<file path="config.mk">
export PLATFORM = sky130hd
export DESIGN_NAME = hbcd_ctrl
export DESIGN_NICKNAME = d
export VERILOG_FILES = /design/src/hdl/hbcd_pkg.sv /design/src/hdl/hbcd_ctrl.sv
export SDC_FILE = /design/constraint.sdc
export NUM_CORES = 1
export LEC_CHECK = 0
export ABC_AREA = 1
export BUFFER_PORTS_ARGS = -buffer_cell sky130_fd_sc_hd__buf_2
export CAP_MARGIN = 25
export CORE_AREA = 2 2 39 41
export CTS_CLUSTER_SIZE = 30
export DETAILED_ROUTE_END_ITERATION = 8
export DIE_AREA = 0 0 41 43
export PLACE_DENSITY_LB_ADDON = 0.05
export SETUP_SLACK_MARGIN = 0.4
export SYNTH_ARGS = -nofsm -noshare
export SYNTH_HDL_FRONTEND = slang
export SYNTH_SLANG_ARGS = --single-unit
export TNS_END_PERCENT = 100
</file>
<file path="constraint.sdc">
create_clock -name clk -period 1.9 [get_ports clk]
set_input_delay 0.38 -clock clk [delete_from_list [all_inputs] [get_ports clk]]
set_output_delay 0.38 -clock clk [all_outputs]
set_load 0.05 [all_outputs]
</file>
<file path="src/hdl/hbcd_pkg.sv">
// Package for the hashed block cache directory.
// Holds sizes, codes, request and result types, and the controller command struct.
// Depends on nothing; every other file of the block uses it.
package hbcd_pkg;

    localparam int NUM_ENTRIES = 32;
    localparam int NUM_BUCKETS = 13;

    localparam int ENTRY_W   = $clog2(NUM_ENTRIES);
    localparam int BUCKET_W  = (NUM_BUCKETS > 1) ? $clog2(NUM_BUCKETS) : 1;
    localparam int CNT_W     = (ENTRY_W > 3) ? ENTRY_W : 3;
    localparam int DIGIT_W   = 4;
    localparam int MOD_STEPS = 32 / DIGIT_W;
    localparam int MOD_IDX_W = $clog2(MOD_STEPS);

    typedef logic [ENTRY_W-1:0]  entry_idx_t;
    typedef logic [BUCKET_W-1:0] bucket_t;
    typedef logic [BUCKET_W:0]   bucket_ext_t;
    typedef logic [CNT_W-1:0]    cnt_t;
    typedef logic [DIGIT_W-1:0]  digit_t;
    typedef logic [4:0]          entry_out_t;
    typedef logic [7:0]          refcnt_t;

    localparam refcnt_t REF_MAX = 8'hFF;

    typedef enum logic [1:0] {
        OP_GET     = 2'd0,
        OP_RELEASE = 2'd1,
        OP_PIN     = 2'd2,
        OP_UNPIN   = 2'd3
    } op_t;

    typedef enum logic [1:0] {
        STAT_OK        = 2'd0,
        STAT_NO_FREE   = 2'd1,
        STAT_UNDERFLOW = 2'd2,
        STAT_OVERFLOW  = 2'd3
    } status_t;

    typedef enum logic [2:0] {
        S_IDLE,
        S_MOD,
        S_SCAN,
        S_GET_COMMIT,
        S_ENTRY_OP
    } state_t;

    typedef struct packed {
        op_t         operation;
        logic [7:0]  device;
        logic [31:0] block_number;
        logic [4:0]  entry_in;
        logic [31:0] now_tick;
    } request_t;

    typedef struct packed {
        entry_out_t entry_out;
        logic       hit;
        logic       needs_read;
        status_t    status;
    } result_t;

    typedef struct packed {
        logic load;
        logic mod_step;
        logic scan_step;
        logic get_commit;
        logic entry_commit;
        cnt_t step;
    } dp_cmd_t;

    // One remainder digit step: folds DIGIT_W more bits, MSB first, into r mod NUM_BUCKETS.
    function automatic bucket_t mod_digit(bucket_t r, digit_t digit);
        bucket_ext_t v;
        bucket_t     acc;
        acc = r;
        for (int i = DIGIT_W - 1; i >= 0; i--) begin
            v = {acc, digit[i]};
            if (v >= bucket_ext_t'(NUM_BUCKETS)) begin
                v = v - bucket_ext_t'(NUM_BUCKETS);
            end
            acc = v[BUCKET_W-1:0];
        end
        return acc;
    endfunction

endpackage

</file>
<file path="src/hdl/hbcd_ctrl.sv">
// Controller state machine for the hashed block cache directory.
// Depends on hbcd_pkg; drives the datapath through hbcd_pkg::dp_cmd_t.
module hbcd_ctrl (
    input  logic               clk,
    input  logic               rst_n,
    input  logic               start,
    input  hbcd_pkg::op_t      operation,
    output logic               busy,
    output hbcd_pkg::dp_cmd_t  cmd
);

    hbcd_pkg::state_t state_reg, state_next;
    hbcd_pkg::cnt_t   cnt_reg, cnt_next;

    always_ff @(posedge clk or negedge rst_n)
    begin
        if (!rst_n)
        begin
            state_reg <= hbcd_pkg::S_IDLE;
            cnt_reg   <= '0;
        end
        else
        begin
            state_reg <= state_next;
            cnt_reg   <= cnt_next;
        end
    end

    always_comb
    begin
        state_next = state_reg;
        cnt_next   = cnt_reg;
        cmd        = '0;
        cmd.step   = cnt_reg;
        busy       = 1'b1;
        case (state_reg)
            hbcd_pkg::S_IDLE:
            begin
                busy = 1'b0;
                if (start)
                begin
                    cmd.load = 1'b1;
                    cnt_next = '0;
                    if (operation == hbcd_pkg::OP_GET)
                    begin
                        state_next = hbcd_pkg::S_MOD;
                    end
                    else
                    begin
                        state_next = hbcd_pkg::S_ENTRY_OP;
                    end
                end
            end
            hbcd_pkg::S_MOD:
            begin
                cmd.mod_step = 1'b1;
                if (cnt_reg == hbcd_pkg::cnt_t'(hbcd_pkg::MOD_STEPS - 1))
                begin
                    cnt_next   = '0;
                    state_next = hbcd_pkg::S_SCAN;
                end
                else
                begin
                    cnt_next = cnt_reg + 1'b1;
                end
            end
            hbcd_pkg::S_SCAN:
            begin
                cmd.scan_step = 1'b1;
                if (cnt_reg == hbcd_pkg::cnt_t'(hbcd_pkg::NUM_ENTRIES - 1))
                begin
                    cnt_next   = '0;
                    state_next = hbcd_pkg::S_GET_COMMIT;
                end
                else
                begin
                    cnt_next = cnt_reg + 1'b1;
                end
            end
            hbcd_pkg::S_GET_COMMIT:
            begin
                cmd.get_commit = 1'b1;
                state_next     = hbcd_pkg::S_IDLE;
            end
            hbcd_pkg::S_ENTRY_OP:
            begin
                cmd.entry_commit = 1'b1;
                state_next       = hbcd_pkg::S_IDLE;
            end
            default:
            begin
                state_next = hbcd_pkg::S_IDLE;
            end
        endcase
    end

endmodule

</file>
* Word-level counts from Yosys, hierarchy flattened
Cells that the tools add are included.
** Cells by class
- Add/subtract/negate cells :: 1
- Equality and inequality tests :: 9
- Mux-type cells :: 16
- Reductions and logical operators :: 5
** Operators with widths (number)
- $mux W5 :: 3
- $pmux W5 S3 :: 1
- $mux W3 :: 4
- $pmux W3 S3 :: 1
- $mux W1 :: 7
- $eq A3 B2 Y1 const B :: 2
- $ne A2 B2 Y1 const B :: 3
- $add A5 B1 Y5 const B :: 1
- $eq A5 B3 Y1 const B :: 1
- $eq A5 B5 Y1 const B :: 1
- $eq A3 B1 Y1 const B :: 1
- $eq A3 B3 Y1 const B :: 1
- $logic_not A3 Y1 :: 1
- $reduce_and A3 Y1 :: 1
- $reduce_bool A3 Y1 :: 1
- $logic_not A2 Y1 :: 1
- $reduce_and A2 Y1 :: 1
** Word-level totals
- Flip-flop bits (word level) :: 8
- Bits of input ports :: 5
- Output and inout port bits :: 11
- Logic and storage cells :: 33

* Depth between registers and ports, before layout
- Depth after elaboration :: 4
- Mapped depth :: 9
- Gate-level depth less buffers :: 9

* Worst setup path after synthesis
OpenSTA, ideal clock, no wires.
- Kind :: flip-flop to output port
- Start :: register state_reg[0]
- End :: output cmd[9] in the netlist's numbering
- Arrival time :: 1.700 ns
- Data required time :: 1.520 ns
- Setup slack :: -0.180 ns
- Cell stages (with the launch flop) :: 6
- Path buffers :: 0
- Cell sequence :: dfrtp_1 nor2_1 inv_1 nor2_1 inv_1 nor2_1
** RTL lines
- from (decl) :: RTL line hbcd_ctrl.sv:12 : hbcd_pkg::state_t state_reg, state_next;
- from (signal assigned) :: RTL line hbcd_ctrl.sv:19 : state_reg <= hbcd_pkg::S_IDLE;
- from (signal assigned) :: RTL line hbcd_ctrl.sv:24 : state_reg <= state_next;
- to (decl) :: RTL line hbcd_ctrl.sv:9 : output hbcd_pkg::dp_cmd_t cmd

* Worst setup path after layout
- Start :: register state_reg[2]
- End :: register state_reg[2]
** Between the ends
- Word-level cells in the longest chain between the ends :: 3
- Elaborated cells between the ends (all ways) :: 8
- Classes of those cells :: eq/ne: 5; mux: 1; reduce/logical: 2
** Ends and longest elaborated chain
- $eq A3 B2 Y1, or another cell as far along :: RTL line hbcd_ctrl.sv:36 : case (state_reg)
- $ne A2 B2 Y1 (no line)
- $reduce_and A3 Y1 (no line)
Parallel ways exist; a longest one is shown, timed or not.
A chain may end at the register's enable or synchronous reset.

==> summary.txt <==
final setup fails: 0
Internal Pwr Total: 0.8434 mW
Setup crit end kind: register
# port buffers: 15
Startpoint Class: register
post-synthesis cell area: 506.7 µm²
TNS Setup: 0 ns
layout cells sized above 1: 49.11%
DRC: 0
Final Skew: 0.003392 ns
clock network fraction of design power: 8.8%
GR Util All Layers: 18.12%
global-route wire length before repair: 2118 µm
Syn Nets: 82
Net Sw Frac: 49.26%
met2 GRT Util: 29.06%
CTS tree: built
count of cell types in the netlist: 12
Die H: 43 µm
DIE WIDTH: 41 µm
crit share post-route: 88.89%
largest net degree at the start of global routing: 9
Core Region: 1384 µm²
Mapped Avg Cell Area: 6.756 µm²
peak supply drop: 1.307 mV
initial antenna violation count: 0
Via density: 4.656
CTS sink count: 8
Logic pwr share: 73.4%
Die ar.: 1763 µm²
Final HPWL DP: 873.7 µm
clock slew at the register clock pins of the worst setup and hold paths: 0.06 ns
routability congestion estimate: 0.7012
grt met3 use: 4.188%
Initial Utilization: 36.62%
WL/cell: 11.34 µm
Req. time, crit path: 2.06 ns
DRT antenna net count: 0
Slew @ Worst Pin: 0.2478 ns
synthesis-to-layout area growth: 74.81%
DR vias: 596
CTS max path bufs: 2
max reg flops: 5
Slew Limit Fails: 0
Yosys reg bits: 8
Sequential Power Share: 17.8%
Pre-antenna DRT Iters: 4
final hold violations: 0
commonest cells after routing, fill and taps aside: 21 x nand2_1, 13 x buf_4, 11 x nand3_1, 10 x buf_2, 8 x inv_1
Rows: 14
WP data arrival: 1.85 ns
I/O pin cnt: 16
total CTS buffers: 3
vias in the first global route: 545
max_slew headroom: 83.59%
CP Max Fanout: 3
max frequency: 592.1 MHz
PD cells: 1876 nW/µm²
Post-Syn Instances: 75
switching power total: 0.8189 mW
Initial DRC Count: 5
post-synthesis sequential area ratio: 39.51%
diode count: 0
WS Path Type: register to register
Top Usage Layer GRT: met2
Worst Reg-to-Reg Cells: 13
commonest non-fill, non-tap cell in the layout: nand2_1
final net count: 120
RSZ-0062 raised after global routing: true
Pleak: 0.4985 nW
minimum clock period: 1.689 ns
grt ovf: 0
met1 usage: 19.80%
Min-Delay Path Class: input port to asynchronous set/reset pin
status: finished clean
drt total wl: 1451 µm
Final Util: 64.01%
Worst-Skew Late Latency: 0.26 ns
# H-tree levels: 1
clock root cell: clkbuf_4
Yosys Warn Count: 0
Max-cap violations: 0
==> Yosys cell counts (all sizes together) <==
cell	count	share of area (%)
nand2	26	20
inv	12	8.9
nand3	11	11
nor2	10	8.9
dfrtp	8	40
nand4	3	3.7
a21oi	2	2.0
ha	2	4.9
nor3	1	0.99
==> what timing repair did <==
action | in CTS | in global routing
resized for setup | 17 | 10
cloned | 0 | 0
endpoints found under the hold margin | 8 | 0
pin swaps | 5 | 4
hold buffers | 1 | 0
buffers inserted | 12 | 5
setup endpoints to repair | 9 | 12
==> layer usage <==
metal	share of wire, %	routed length [µm]	up-vias
li1	-	-	310
met1	40	577	271
met2	55	798	13
met3	2.8	41	2
met4	2.3	33	0
met5	0	0	-
==> critical path: stages (launching register included) <==
cell,delay (ns)
dfrtp_1,0.41
nor2_4,0.07
inv_2,0.07
nor2_4,0.04
buf_6,0.11
buf_4,0.12
buf_4,0.12
buf_4,0.12
buf_4,0.12
buf_4,0.12
buf_6,0.10
buf_6,0.11
nand2_4,0.04
nor2_2,0.03
==> power by group through the flow <==
stage / Clock, mW / Sequential (mW) / Combinational (mW)
3_5_place_dp: 0 / 0.296 / 0.697
3_3_place_gp: 0 / 0.295 / 0.702
2_1_floorplan: 0 / 0.359 / 0.490
6_report: 0.146 / 0.297 / 1.22
5_1_grt: 0.164 / 0.303 / 1.31
4_1_cts: 0.150 / 0.286 / 1.04
==> cells by family after synthesis <==
family                   share of synthesized area, %
AO/OA/AOI/OAI                                   1.975
adder cells (fa/ha/maj)                         4.937
buffers and inverters                           8.888
flip-flops                                      39.51
AND/OR/NAND/NOR                                 44.69
==> area by class of cell <==
class	instances	area, µm²
clock buffers	4	26.28
well taps	16	20.02
fillers	122	498.0
multi-input cells	55	315.3
repair buffers	33	275.3
inverters	12	45.04
flip-flops and latches	8	203.9
==> path summary, 6_finish.rpt <==
kind                         startpoint      endpoint  slack [ns]
hold reg to reg              cnt_reg[1]    cnt_reg[1]        0.54
max in group asynchronous         rst_n  state_reg[1]        1.21
setup reg to reg           state_reg[2]  state_reg[2]        0.21
setup / recovery           state_reg[2]  state_reg[2]        0.21
hold / removal                    rst_n  state_reg[0]        0.49
min in group clk           operation[0]  state_reg[2]        0.50
==> metrics by stage <==
stage / worst slack, ns / instance area, µm² / hold slack (ns) / std cells / power [mW]
4_1_cts: 0.2406 / 812.0 / 0.4512 / 123 / 1.478
2_1_floorplan: 0.3095 / 529.3 / 0.08441 / 75 / 0.8491
6_report: 0.2110 / 885.9 / 0.4922 / 128 / 1.662
5_1_grt: 0.1542 / 885.9 / 0.5086 / 128 / 1.772
3_3_place_gp: 0.3419 / 624.3 / 0.2420 / 106 / 0.9969
3_5_place_dp: 0.3192 / 624.3 / 0.2377 / 106 / 0.9930
Note: power is estimated with default switching activity, not from simulation.
